<file path="src/assert_macros.svh">
// ---------------------------------------------------------------------------
// assert_macros.svh
// Concurrent assertion helpers on clk_i / rst_ni. Empty for synthesis.
// ---------------------------------------------------------------------------
`ifndef ASSERT_MACROS_SVH
`define ASSERT_MACROS_SVH

`ifndef SYNTHESIS
// Property checked on every rising clk_i edge outside reset.
`define PBR1_ASSERT(lbl, prop, msg) \
  lbl: assert property (@(posedge clk_i) disable iff (!rst_ni) prop) else $error(msg);
// Condition that must never be true outside reset.
`define PBR1_NEVER(lbl, cond, msg) \
  lbl: assert property (@(posedge clk_i) disable iff (!rst_ni) !(cond)) else $error(msg);
`else
`define PBR1_ASSERT(lbl, prop, msg)
`define PBR1_NEVER(lbl, cond, msg)
`endif

`endif

</file>
<file path="src/pbr1_pkg.sv">
// ---------------------------------------------------------------------------
// pbr1_pkg
// Shared types and constants of the planar run-length body decoder.
// ---------------------------------------------------------------------------
package pbr1_pkg;

  localparam int unsigned MaxBytesPerRow = 8192;
  localparam int unsigned MaxPlanes      = 8;

  localparam int unsigned CfgAddrW = 2;
  localparam int unsigned CfgDataW = 16;

  typedef enum logic [CfgAddrW-1:0] {
    REG_BYTES_PER_ROW = 2'd0,
    REG_NUM_PLANES    = 2'd1,
    REG_IMAGE_HEIGHT  = 2'd2
  } reg_addr_e;

  typedef enum logic [1:0] {
    MODE_HEADER  = 2'd0,
    MODE_RUN     = 2'd1,
    MODE_LITERAL = 2'd2
  } mode_e;

endpackage

</file>
<file path="src/pbr1_if.sv">
// ---------------------------------------------------------------------------
// pbr1 channel interfaces
// Valid/ready channels: compressed byte in, decoded write out, register write.
// ---------------------------------------------------------------------------
interface pbr1_in_if;
  logic       valid;
  logic       ready;
  logic       start_frame;
  logic [7:0] compressed_byte;

  modport source (output valid, output start_frame, output compressed_byte, input ready);
  modport sink   (input valid, input start_frame, input compressed_byte, output ready);
endinterface

interface pbr1_out_if;
  logic        valid;
  logic        ready;
  logic [7:0]  value;
  logic [7:0]  repeat_res;
  logic [2:0]  plane;
  logic [15:0] row;
  logic [12:0] column;
  logic        line_end;
  logic        frame_end;
  logic        format_error;

  modport source (output valid, output value, output repeat_res, output plane, output row,
                  output column, output line_end, output frame_end, output format_error,
                  input ready);
  modport sink   (input valid, input value, input repeat_res, input plane, input row,
                  input column, input line_end, input frame_end, input format_error,
                  output ready);
endinterface

interface pbr1_cfg_if;
  import pbr1_pkg::*;
  logic                valid;
  logic                ready;
  logic [CfgAddrW-1:0] addr;
  logic [CfgDataW-1:0] wdata;

  modport source (output valid, output addr, output wdata, input ready);
  modport sink   (input valid, input addr, input wdata, output ready);
endinterface

</file>
<file path="src/planar_byterun1_body_decoder_unit.sv">
// An accepted byte sits in the input register; its result (if any) is written to the result register.
// Throughput: one compressed byte per cycle unless the output stalls; the decode state
//   loop closes in the single compute stage between the input and result registers.
// Reset (rst_ni low, async): position, mode and halt cleared, registers back to
//   40 bytes per row, 5 planes, 200 rows; both pipeline registers empty.
// ---------------------------------------------------------------------------
// planar_byterun1_body_decoder_unit
// ByteRun1 decoder for an interleaved bitplane body, one byte per beat.
// ---------------------------------------------------------------------------
`include "assert_macros.svh"

module planar_byterun1_body_decoder_unit
  import pbr1_pkg::*;
(
  input  logic           clk_i,
  input  logic           rst_ni,
  pbr1_cfg_if.sink       cfg_i,
  pbr1_in_if.sink        in_i,
  pbr1_out_if.source     out_o
);

  localparam logic [13:0] LineMax  = 14'(MaxBytesPerRow);
  localparam logic [3:0]  PlaneMax = 4'(MaxPlanes);

  // ---------------- configuration registers ----------------
  logic [13:0] bpr_q;
  logic [3:0]  planes_q;
  logic [15:0] height_q;

  assign cfg_i.ready = 1'b1;

  always_ff @(posedge clk_i or negedge rst_ni) begin
    if (!rst_ni) begin
      bpr_q    <= 14'd40;
      planes_q <= 4'd5;
      height_q <= 16'd200;
    end else if (cfg_i.valid) begin
      unique case (cfg_i.addr)
        REG_BYTES_PER_ROW: bpr_q    <= cfg_i.wdata[13:0];
        REG_NUM_PLANES:    planes_q <= cfg_i.wdata[3:0];
        REG_IMAGE_HEIGHT:  height_q <= cfg_i.wdata[15:0];
        default: ;  // unmapped address, write dropped
      endcase
    end
  end

  // Clamped line length and plane count.
  logic [13:0] line_len;
  logic [3:0]  plane_cnt;

  always_comb begin
    if (bpr_q == 14'd0)      line_len = 14'd1;
    else if (bpr_q > LineMax) line_len = LineMax;
    else                      line_len = bpr_q;
    if (planes_q == 4'd0)         plane_cnt = 4'd1;
    else if (planes_q > PlaneMax) plane_cnt = PlaneMax;
    else                          plane_cnt = planes_q;
  end

  // ---------------- input register ----------------
  logic       in_v_q;
  logic       sf_q;
  logic [7:0] byte_q;
  logic       adv;     // input register item handled this cycle

  assign in_i.ready = !in_v_q || adv;

  always_ff @(posedge clk_i or negedge rst_ni) begin
    if (!rst_ni) begin
      in_v_q <= 1'b0;
    end else if (in_i.ready) begin
      in_v_q <= in_i.valid;
    end
  end

  always_ff @(posedge clk_i) begin
    if (in_i.ready && in_i.valid) begin
      sf_q   <= in_i.start_frame;
      byte_q <= in_i.compressed_byte;
    end
  end

  // ---------------- decode state ----------------
  mode_e       mode_q, mode_d;
  logic [7:0]  lit_q, lit_d;
  logic [7:0]  run_q, run_d;
  logic [13:0] col_q, col_d;
  logic [2:0]  pl_q, pl_d;
  logic [15:0] row_q, row_d;
  logic        halted_q, halted_d;

  always_ff @(posedge clk_i or negedge rst_ni) begin
    if (!rst_ni) begin
      mode_q   <= MODE_HEADER;
      lit_q    <= '0;
      run_q    <= '0;
      col_q    <= '0;
      pl_q     <= '0;
      row_q    <= '0;
      halted_q <= 1'b0;
    end else if (adv) begin
      mode_q   <= mode_d;
      lit_q    <= lit_d;
      run_q    <= run_d;
      col_q    <= col_d;
      pl_q     <= pl_d;
      row_q    <= row_d;
      halted_q <= halted_d;
    end
  end

  // ---------------- compute stage ----------------
  logic        out_v_q;
  logic        emit;       // this byte yields a result beat
  logic        hdr_err;    // header overruns the line
  logic [7:0]  hdr_cnt;
  logic [7:0]  wr_cnt;
  logic [13:0] col_sum;
  logic [2:0]  pl_inc;
  logic [15:0] row_inc;
  logic        line_done, frame_done, stop;
  // values seen by this byte after an optional frame restart
  mode_e       mode_e_v;
  logic [7:0]  lit_e, run_e;
  logic [13:0] col_e;
  logic [2:0]  pl_e;
  logic [15:0] row_e;
  logic        halt_e;

  always_comb begin
    if (sf_q) begin
      mode_e_v = MODE_HEADER;
      lit_e    = '0;
      run_e    = '0;
      col_e    = '0;
      pl_e     = '0;
      row_e    = '0;
      halt_e   = 1'b0;
    end else begin
      mode_e_v = mode_q;
      lit_e    = lit_q;
      run_e    = run_q;
      col_e    = col_q;
      pl_e     = pl_q;
      row_e    = row_q;
      halt_e   = halted_q;
    end

    stop = halt_e || (row_e >= height_q);

    // header count: 1-n for negative n, n+1 otherwise
    hdr_cnt = byte_q[7] ? 8'(~byte_q + 8'd2) : 8'(byte_q + 8'd1);
    hdr_err = ({1'b0, col_e} + 15'(hdr_cnt)) > {1'b0, line_len};

    wr_cnt = (mode_e_v == MODE_RUN) ? run_e : 8'd1;

    // position advance for a data write
    col_sum    = col_e + 14'(wr_cnt);
    pl_inc     = pl_e + 3'd1;
    row_inc    = row_e + 16'd1;
    line_done  = 1'b0;
    frame_done = 1'b0;

    mode_d   = mode_e_v;
    lit_d    = lit_e;
    run_d    = run_e;
    col_d    = col_e;
    pl_d     = pl_e;
    row_d    = row_e;
    halted_d = halt_e;
    emit     = 1'b0;

    if (!stop) begin
      unique case (mode_e_v)
        MODE_RUN, MODE_LITERAL: begin
          emit = 1'b1;
          if (mode_e_v == MODE_RUN) begin
            mode_d = MODE_HEADER;
          end else begin
            lit_d = lit_e - 8'd1;
            if (lit_d == 8'd0) mode_d = MODE_HEADER;
          end
          col_d = col_sum;
          if (col_sum >= line_len) begin
            line_done = 1'b1;
            col_d     = '0;
            pl_d      = pl_inc;
            if (pl_inc == 3'd0 || {1'b0, pl_inc} >= plane_cnt) begin
              pl_d  = '0;
              row_d = row_inc;
              if (row_inc == 16'd0 || row_inc >= height_q) begin
                frame_done = 1'b1;
                // row counter wrapped: park at the top so the frame stays done
                if (row_inc == 16'd0) row_d = 16'hFFFF;
              end
            end
          end
        end
        MODE_HEADER: begin
          if (hdr_err) begin
            emit     = 1'b1;
            halted_d = 1'b1;
          end else if (byte_q[7]) begin
            run_d  = hdr_cnt;
            mode_d = MODE_RUN;
          end else begin
            lit_d  = hdr_cnt;
            mode_d = MODE_LITERAL;
          end
        end
        default: begin
          mode_d = MODE_HEADER;
        end
      endcase
    end

    // hold the byte only when it has a result and the output slot stays full
    adv = in_v_q && (!emit || !out_v_q || out_o.ready);
  end

  // ---------------- result register ----------------
  logic        is_err;
  logic [7:0]  val_q, rep_q;
  logic [2:0]  opl_q;
  logic [15:0] orow_q;
  logic [12:0] ocol_q;
  logic        le_q, fe_q, err_q;

  assign is_err = (mode_e_v == MODE_HEADER);

  always_ff @(posedge clk_i or negedge rst_ni) begin
    if (!rst_ni) begin
      out_v_q <= 1'b0;
    end else if (adv && emit) begin
      out_v_q <= 1'b1;
    end else if (out_o.ready) begin
      out_v_q <= 1'b0;
    end
  end

  always_ff @(posedge clk_i) begin
    if (adv && emit) begin
      val_q  <= is_err ? 8'd0 : byte_q;
      rep_q  <= is_err ? hdr_cnt : wr_cnt;
      opl_q  <= pl_e;
      orow_q <= row_e;
      ocol_q <= col_e[12:0];
      le_q   <= !is_err && line_done;
      fe_q   <= !is_err && frame_done;
      err_q  <= is_err;
    end
  end

  assign out_o.valid        = out_v_q;
  assign out_o.value        = val_q;
  assign out_o.repeat_res   = rep_q;
  assign out_o.plane        = opl_q;
  assign out_o.row          = orow_q;
  assign out_o.column       = ocol_q;
  assign out_o.line_end     = le_q;
  assign out_o.frame_end    = fe_q;
  assign out_o.format_error = err_q;

  // ---------------- checks ----------------
  `PBR1_ASSERT(a_err_halts, (adv && emit && is_err) |=> halted_q, "overrun did not halt")
  `PBR1_NEVER(a_col_range, col_q >= LineMax, "column position beyond widest line")
  `PBR1_NEVER(a_frame_line, out_v_q && fe_q && !le_q, "frame end without line end")
  `PBR1_NEVER(a_lit_cnt, mode_q == MODE_LITERAL && lit_q == 8'd0, "literal mode, no bytes left")

endmodule
</file>
<file path="src/flat_wrapper.sv">
// flat-port wrapper written by rule: the top's interface ports become plain ports
module planar_byterun1_body_decoder_unit_flat import pbr1_pkg::*;
  (clk_i, rst_ni, cfg_i_valid, cfg_i_addr, cfg_i_wdata, cfg_i_ready, in_i_valid, in_i_start_frame, in_i_compressed_byte, in_i_ready, out_o_valid, out_o_value, out_o_repeat_res, out_o_plane, out_o_row, out_o_column, out_o_line_end, out_o_frame_end, out_o_format_error, out_o_ready);
  pbr1_cfg_if cfg_i_i ();
  pbr1_in_if in_i_i ();
  pbr1_out_if out_o_i ();
  input  logic clk_i;
  input  logic rst_ni;
  input wire logic [$bits(cfg_i_i.valid)-1:0] cfg_i_valid;
  input wire logic [$bits(cfg_i_i.addr)-1:0] cfg_i_addr;
  input wire logic [$bits(cfg_i_i.wdata)-1:0] cfg_i_wdata;
  output wire logic [$bits(cfg_i_i.ready)-1:0] cfg_i_ready;
  input wire logic [$bits(in_i_i.valid)-1:0] in_i_valid;
  input wire logic [$bits(in_i_i.start_frame)-1:0] in_i_start_frame;
  input wire logic [$bits(in_i_i.compressed_byte)-1:0] in_i_compressed_byte;
  output wire logic [$bits(in_i_i.ready)-1:0] in_i_ready;
  output wire logic [$bits(out_o_i.valid)-1:0] out_o_valid;
  output wire logic [$bits(out_o_i.value)-1:0] out_o_value;
  output wire logic [$bits(out_o_i.repeat_res)-1:0] out_o_repeat_res;
  output wire logic [$bits(out_o_i.plane)-1:0] out_o_plane;
  output wire logic [$bits(out_o_i.row)-1:0] out_o_row;
  output wire logic [$bits(out_o_i.column)-1:0] out_o_column;
  output wire logic [$bits(out_o_i.line_end)-1:0] out_o_line_end;
  output wire logic [$bits(out_o_i.frame_end)-1:0] out_o_frame_end;
  output wire logic [$bits(out_o_i.format_error)-1:0] out_o_format_error;
  input wire logic [$bits(out_o_i.ready)-1:0] out_o_ready;
  assign cfg_i_i.valid = cfg_i_valid;
  assign cfg_i_i.addr = cfg_i_addr;
  assign cfg_i_i.wdata = cfg_i_wdata;
  assign cfg_i_ready = cfg_i_i.ready;
  assign in_i_i.valid = in_i_valid;
  assign in_i_i.start_frame = in_i_start_frame;
  assign in_i_i.compressed_byte = in_i_compressed_byte;
  assign in_i_ready = in_i_i.ready;
  assign out_o_valid = out_o_i.valid;
  assign out_o_value = out_o_i.value;
  assign out_o_repeat_res = out_o_i.repeat_res;
  assign out_o_plane = out_o_i.plane;
  assign out_o_row = out_o_i.row;
  assign out_o_column = out_o_i.column;
  assign out_o_line_end = out_o_i.line_end;
  assign out_o_frame_end = out_o_i.frame_end;
  assign out_o_format_error = out_o_i.format_error;
  assign out_o_i.ready = out_o_ready;
  planar_byterun1_body_decoder_unit u_core (.clk_i(clk_i), .rst_ni(rst_ni), .cfg_i(cfg_i_i), .in_i(in_i_i), .out_o(out_o_i));
endmodule
</file>
<file path="config.mk">
export PLATFORM = sky130hd
export DESIGN_NAME = planar_byterun1_body_decoder_unit_flat
export DESIGN_NICKNAME = d
export VERILOG_FILES = /design/src/pbr1_pkg.sv /design/src/pbr1_if.sv /design/src/planar_byterun1_body_decoder_unit.sv /design/src/flat_wrapper.sv
export VERILOG_INCLUDE_DIRS = /design/src /design/src/src
export SDC_FILE = /design/constraint.sdc
export NUM_CORES = 1
export LEC_CHECK = 0
export ABC_AREA = 1
export ABC_CLOCK_PERIOD_IN_PS = 5800
export BUFFER_PORTS_ARGS = -buffer_cell sky130_fd_sc_hd__buf_2
export CORE_ASPECT_RATIO = 0.9
export CORE_UTILIZATION = 55
export DETAILED_ROUTE_END_ITERATION = 8
export GPL_TIMING_DRIVEN = 1
export PLACE_DENSITY = 0.86
export SYNTH_ARGS = -nofsm -noshare
export SYNTH_HDL_FRONTEND = slang
export SYNTH_SLANG_ARGS = --single-unit
export TNS_END_PERCENT = 30
</file>
<file path="constraint.sdc">
create_clock -name clk_i -period 5.8 [get_ports clk_i]
set_input_delay 0.58 -clock clk_i [delete_from_list [all_inputs] [get_ports clk_i]]
set_output_delay 0.58 -clock clk_i [all_outputs]
set_load 0.05 [all_outputs]
</file>
* Word-level counts from Yosys, hierarchy flattened
Cells that the tools add are included.
** Word-level totals
- Register bits :: 148
- Bits in latches :: 0
- RAM bits :: 0
- Memory bits (read-only) :: 0
- Input bits :: 32
- Output and inout bits :: 54
- Logic and storage cells :: 126
- Memories :: 0
** Cells by class
- Add/sub/neg operators :: 7
- Multipliers :: 0
- Div/mod/pow operators :: 0
- Order comparisons :: 7
- Equality and inequality tests :: 4
- Shifts and indexed selects :: 0
- Multiplexer cells :: 58
- Bitwise operators :: 1
- Reduce and logical (&&, ||, !) cells :: 27
** Operators by type and width (number)
- 2-to-1 mux 16 bit :: 7
- 2-to-1 mux 8 bit :: 13
- 2-to-1 mux 14 bit :: 6
- >= comparator 16 bit :: 2
- adder 16 x 1 -> 16 bit (second input constant) :: 1
- zero test 16 bit :: 1
- 2-to-1 mux 1 bit :: 16
- one-hot mux 8 bit (2 select lines) :: 1
- adder 14 x 8 -> 15 bit :: 1
- > comparator 15 x 14 -> 1 bit :: 1
- 2-to-1 mux 3 bit :: 5
- adder 14 x 8 -> 14 bit :: 1
- >= comparator 14 bit :: 1
- > comparator 14 bit (second input constant) :: 1
- zero test 14 bit :: 1
- 2-to-1 mux 2 bit :: 6
- adder 8 x 1 -> 8 bit (second input constant) :: 1
- adder 8 x 2 -> 8 bit (second input constant) :: 1
- zero test 8 bit :: 1
- 2-to-1 mux 4 bit :: 2
- NOT 8 bit :: 1
- subtractor 8 x 1 -> 8 bit (second input constant) :: 1
- logical OR 1 bit :: 6
- AND reduction 2 bit :: 3
- other kinds (14) :: 24

* Depth between registers and ports, before layout
- Word-level depth :: 14
- Depth in mapped cells :: 33
- Gate-level depth less buffers :: 31

* Worst setup path after synthesis
Ideal clock, no wire load.
- Kind :: reg2reg
- From :: register u_core.sf_q
- To :: register u_core.ocol_q[0], in the netlist u_core.out_o.column[0] (enable)
- Library setup time :: 0.405 ns
- Arrival :: 5.236 ns
- Data required time :: 5.395 ns
- Slack :: 0.159 ns
- Cell stages (with the launch flop) :: 32
- Buffers on the path :: 4
- Period minus slack after synthesis :: 5.641 ns
- Cells stage by stage :: edfxtp_1 -> inv_2 -> buf_6 -> buf_2 -> buf_1 -> nand2_1 -> inv_1 -> ha_1 -> inv_1 -> fa_1 -> nand3b_1 -> nand2_1 -> nand4_1 -> nand3_1 -> nand2_1 -> xor2_1 -> ha_1 -> nand2_1 -> nor2_1 -> nand4_1 -> nor3_1 -> nand3_1 -> nand2_1 -> nand2_4 -> nand2_2 -> nand2_2 -> nand3_4 -> nand2_4 -> inv_1 -> buf_2 -> nand3_1 -> inv_1
** Between the ends
- Longest elaborated chain between the ends :: 11
- Elaborated cells on any way between the ends :: 20
- Those cells by class :: add/sub (1); order compare (2); eq/ne (2); mux (7); reduce/logical (8)
** Ends and longest elaborated chain
- start, declared :: RTL line planar_byterun1_body_decoder_unit.sv:62 : logic sf_q;
- start signal, assigned :: RTL line planar_byterun1_body_decoder_unit.sv:78 : sf_q <= in_i.start_frame;
- 2-to-1 mux 14 bit (*) :: RTL line planar_byterun1_body_decoder_unit.sv:131 : if (sf_q) begin
- named net u_core.col_e[0] :: RTL line planar_byterun1_body_decoder_unit.sv:125 : logic [13:0] col_e;
- adder 14 x 8 -> 15 bit (*) :: RTL line planar_byterun1_body_decoder_unit.sv:153 : hdr_err = ({1'b0, col_e} + 15'(hdr_cnt)) > {1'b0, line_len};
- > comparator 15 x 14 -> 1 bit (*) :: RTL line planar_byterun1_body_decoder_unit.sv:153
- 2-to-1 mux 1 bit (*) :: RTL line planar_byterun1_body_decoder_unit.sv:200 : if (hdr_err) begin
- one-hot mux 1 bit (2 select lines) (*) :: RTL line planar_byterun1_body_decoder_unit.sv:174 : unique case (mode_e_v)
- 2-to-1 mux 1 bit (*) :: RTL line planar_byterun1_body_decoder_unit.sv:173 : if (!stop) begin
- zero test 1 bit :: RTL line planar_byterun1_body_decoder_unit.sv:218 : adv = in_v_q && (!emit || !out_v_q || out_o.ready);
- logical OR 1 bit (2 in series) :: RTL line planar_byterun1_body_decoder_unit.sv:218
- logical AND 1 bit :: RTL line planar_byterun1_body_decoder_unit.sv:218
- logical AND 1 bit (*) :: RTL line planar_byterun1_body_decoder_unit.sv:242 : if (adv && emit) begin
- end signal, assigned :: RTL line planar_byterun1_body_decoder_unit.sv:247 : ocol_q <= col_e[12:0];
- end, declared :: RTL line planar_byterun1_body_decoder_unit.sv:226 : logic [12:0] ocol_q;
Mark *: on every way through the listed nets, which the timed path passes. The rest lies on a longest branch.
A chain may end at the register's enable or synchronous reset.

* Worst setup path in the final report
- From :: register u_core.sf_q
- To :: output in_i_ready
** Between the ends
- Longest elaborated chain between the ends :: 11
- Elaborated cells on any way between the ends :: 20
- Those cells by class :: add/sub (1); order compare (2); eq/ne (2); mux (7); reduce/logical (8)
** Ends and longest elaborated chain
- 2-to-1 mux 14 bit :: RTL line planar_byterun1_body_decoder_unit.sv:131
- named net u_core.col_e[0] :: RTL line planar_byterun1_body_decoder_unit.sv:125
- adder 14 x 8 -> 15 bit :: RTL line planar_byterun1_body_decoder_unit.sv:153
- > comparator 15 x 14 -> 1 bit :: RTL line planar_byterun1_body_decoder_unit.sv:153
- 2-to-1 mux 1 bit :: RTL line planar_byterun1_body_decoder_unit.sv:200
- one-hot mux 1 bit (2 select lines) :: RTL line planar_byterun1_body_decoder_unit.sv:174
- 2-to-1 mux 1 bit :: RTL line planar_byterun1_body_decoder_unit.sv:173
- zero test 1 bit :: RTL line planar_byterun1_body_decoder_unit.sv:218
- logical OR 1 bit (2 in series) :: RTL line planar_byterun1_body_decoder_unit.sv:218
- logical AND 1 bit :: RTL line planar_byterun1_body_decoder_unit.sv:218
- logical OR 1 bit :: RTL line planar_byterun1_body_decoder_unit.sv:66 : assign in_i.ready = !in_v_q || adv;
- end, declared :: RTL line flat_wrapper.sv:16 : output wire logic [$bits(in_i_i.ready)-1:0] in_i_ready;
The timed path passes the listed nets, and every way through them passes these cells.

==> results.md <==
- Slowest CP cell: buf_4
- Yosys reg bits: approximately 150
- Main synth FF type: dfrtp_1
- Final TNS setup: 0 ns
- Share of power burned in registers: about 33%
- Final Cell Area: 11500 um^2
- Post-synth EDFFs: 60
- Slowest stage delay, CP: between 0.4 and 0.5 ns
- Distinct cell type count after synthesis: 50
- Critical path endpoint category: output pin
- I/O Buffers: 84
- Final hold vios: 0
- Crit Path Class: reg -> out
- Drt drc: 0
- Critical Path RT: 5.22 ns
- TritonCTS clock tree: built
- Die span in y: ~130 um
- Setup Viol. Count Final: 0
- Hold_buf cts: 0
- Max-cap violations: 0
- Leakage dissipation: 6.05 nW
- Area of the core: 18000 um^2
- Register area share after synthesis: 39.1%
- # rows: 46
- Clk sink count: 148
- Antenna violations before repair: 0
- Status: finished clean
- Largest net degree at the start of global routing: 67
- Avg Vias per Cell: 5.60
- RSZ-0062 raised after global routing: yes
- YS warnings: 0
- CTS Buf Count: 17
- Detailed-route via count: about 9400
- Area growth syn-to-layout: 11.9%
- Die area: 19200 um^2
- Initial Utilization: 57.1%
- I/O pins: 86
- Worst-path clk slew: roughly 0.060 ns
- Peak VDD IR: 0.000299 V
- ANT cells: 0
- Area contributors post-synth: dfrtp_1 20%, edfxtp_1 18%, nand2_1 16%, ha_1 11%, inv_1 6.4%
- Share of layout cells above drive strength 1: 12.4%
- Arrival @ worst endpoint: 4.93 ns
- Clock Latency Late Sink: 0.43 ns
- Root Driver: clkbuf_16
- First-pass GRT wire length: 43900 um
- Tmin final: 5.51 ns
- Least-Margin Pin Slew: 0.997 ns
- Mapped Area: 10300 um^2
- HPWL Detailed: roughly 21000 um
- Die width: 146 um
- First-pass DRT Iterations: 7
- Layout Cells excl Fill: 1681
- Max_slew headroom: around 33%
- Placer Congestion: around 0.98
- Power per cell area: approximately 420 nW/um^2
- Max-slew violation count: 0
- CTS max path bufs: 2
- Syn Nets: 1477
- Crit path top cell by count: nand2_1
- CP max FO: 45
- Hold Path Class: in -> async
- Initial DRC Count: 1029
- Sw Share: 44.8%
- Routed Wire Length: 27600 um
- Drt wl/cell: 16.4 um
- Pint: 0.00264 W
- Combinational power share: 44.3%
- Final nets: roughly 1600
- Cells after Synth: 1351
- Post-detailed-route count of antenna-violating nets: 0
- Post-synth ARST share: 59.5%
- Switching Power: roughly 0.0021 W
- Clock skew: 0.00806 ns
- Placed cells: 1647
- Vias in the first global route: 8396
- Fin crit share: a little over nine tenths
- Post-placement cell area: 10800 um^2
- H-tree level count: 4
- Grt ovf: 0
- Design Power: 0.00478 W
- GRT Resource Usage Total: 29.2%
- Synth area leader: dfrtp_1
- Fmax: 181 MHz
- Startpoint Class: flop
- Synth top area share: 19.8%
- Clock share of power: between 20% and 30%
- Avg Inst Size Synth: ~7.6 um^2
-- critical path: cells and delay by family, from the launching register on --
family / cells / cell delay [ns]
AOI/OAI and AO/OA: 1 / 0.19
and+or+nand+nor: 15 / 1.74
buffers and inverters: 5 / 1.04
adders and majority gates: 3 / 0.90
DFF: 1 / 0.42
xor gates and xnor gates: 1 / 0.18
-- final timing paths --
check,to,startpoint,slack [ns],cells after the start
max,in_i_ready,u_core.sf_q$_DFFE_PP_,0.29,25
min,u_core.row_q[15]$_DFFE_PN0P_,rst_ni,0.06,1
max reg2reg,u_core.col_q[0]$_DFFE_PN0P_,u_core.sf_q$_DFFE_PP_,0.35,27
min reg2reg,u_core.lit_q[6]$_DFFE_PN0P_,u_core.lit_q[6]$_DFFE_PN0P_,0.48,2
max in group asynchronous,u_core.pl_q[2]$_DFFE_PN0P_,rst_ni,4.58,2
min in group clk_i,u_core.byte_q[6]$_DFFE_PP_,in_i_compressed_byte[6],0.32,1
-- power groups by stage --
stage / Clock (W) / Combinational (W) / Sequential, W
4_1_cts: 0.00110 / 0.00207 / 0.00156
3_3_place_gp: 0 / 0.00200 / 0.00157
6_report: 0.00109 / 0.00212 / 0.00157
5_1_grt: 0.00114 / 0.00234 / 0.00159
3_5_place_dp: 0 / 0.00205 / 0.00158
2_1_floorplan: 0 / 0.00120 / 0.00192
-- per-stage QoR --
step | worst slack, ns | hold WS, ns | utilization (%)
5_1_grt | -0.0152 | 0.0713 | 63.9
2_1_floorplan | 0.159 | 0.284 | -
4_1_cts | 0.121 | 0.0591 | 63.7
3_3_place_gp | 0.300 | 0.463 | 60.4
6_report | 0.286 | 0.0561 | 63.9
3_5_place_dp | 0.293 | 0.465 | 60.4
-- synthesized netlist by cell type (3+ instances only) --
library cell,number
clkbuf_1,15
nand2_2,9
a21oi_1,57
buf_1,3
inv_2,6
nor2_2,9
xnor2_1,4
dfstp_2,7
nor4_1,3
or2_2,3
inv_1,175
nor2_4,4
nand4_1,33
nand3_1,74
dfrtp_1,81
nor2_1,91
o211ai_1,3
xor2_1,22
buf_6,7
edfxtp_1,60
o21bai_1,3
buf_2,9
o22ai_1,5
nand3b_1,4
o21ai_1,13
nor3_1,15
o21ai_0,89
buf_4,3
ha_1,92
nand2_1,425
-- layout by cell type (no fill, tap or decap), types with 9 or more instances in the layout --
cell,n
edfxtp_1,60
xor2_1,22
nand3_1,74
a21oi_1,57
nor3_1,15
nand2_2,9
nor2_1,91
clkbuf_16,19
nand4_1,33
dfrtp_1,81
inv_1,173
buf_4,9
o21ai_1,13
buf_2,82
nand2_1,424
o21ai_0,89
nor2_2,9
ha_1,92
-- metal layers --
layer | track usage [%] | vias to the layer above | share of wire, %
met5 | 0 | - | 0.047
met4 | 9.18 | 2 | 2.5
met3 | 5.73 | 75 | 8.3
met2 | 44.2 | 451 | 44
met1 | 42.0 | 4312 | 45
li1 | - | 4567 | -
-- registers in the layout (all words and copies together), names as in the netlist --
name / cells
u_core.out_o.format_error: 1
u_core.out_o.value: 8
u_core.bpr_q: 14
u_core.out_o.frame_end: 1
u_core.out_o.line_end: 1
u_core.planes_q: 4
u_core.out_o.row: 16
u_core.pl_q: 3
u_core.byte_q: 8
u_core.out_o.column: 13
u_core.run_q: 8
u_core.height_q: 16
u_core.mode_q: 2
u_core.in_v_q: 1
u_core.col_q: 14
u_core.sf_q: 1
u_core.out_o.valid: 1
u_core.halted_q: 1
u_core.row_q: 16
u_core.out_o.repeat_res: 8
u_core.lit_q: 8
u_core.out_o.plane: 3
-- logic make-up (layout without fill, tap and decap cells) --
family	Yosys count	in the layout	synth area share, %
AO/OA/AOI/OAI	182	182	9.42
XOR/XNOR	26	26	2.22
adder cells (fa/ha/maj)	94	94	11.6
buffers and inverters	220	310	8.78
flip-flops	148	148	39.1
other	1	1	0.0366
AND/OR/NAND/NOR	680	680	28.8
-- final cells by class --
| cell class | count | area (um^2) |
|---|---|---|
| Fill cell | 1579 | 6480 |
| Timing Repair inverter | 1 | 7.51 |
| Clock buffer | 24 | 528 |
| Timing Repair Buffer | 94 | 520 |
| Multi-Input combinational cell | 983 | 5350 |
| Sequential cell | 148 | 4010 |
| Tap cell | 240 | 300 |
| Inverter | 183 | 693 |
| Clock inverter | 8 | 62.6 |
-- repair_timing --
item                                    4_1_cts  5_1_grt
endpoints found under the setup margin        0       95
resized for setup                             0       10
setup buffers                                 0        1
hold endpoints to repair                      0        0
Power figures use the tool's default switching activity.
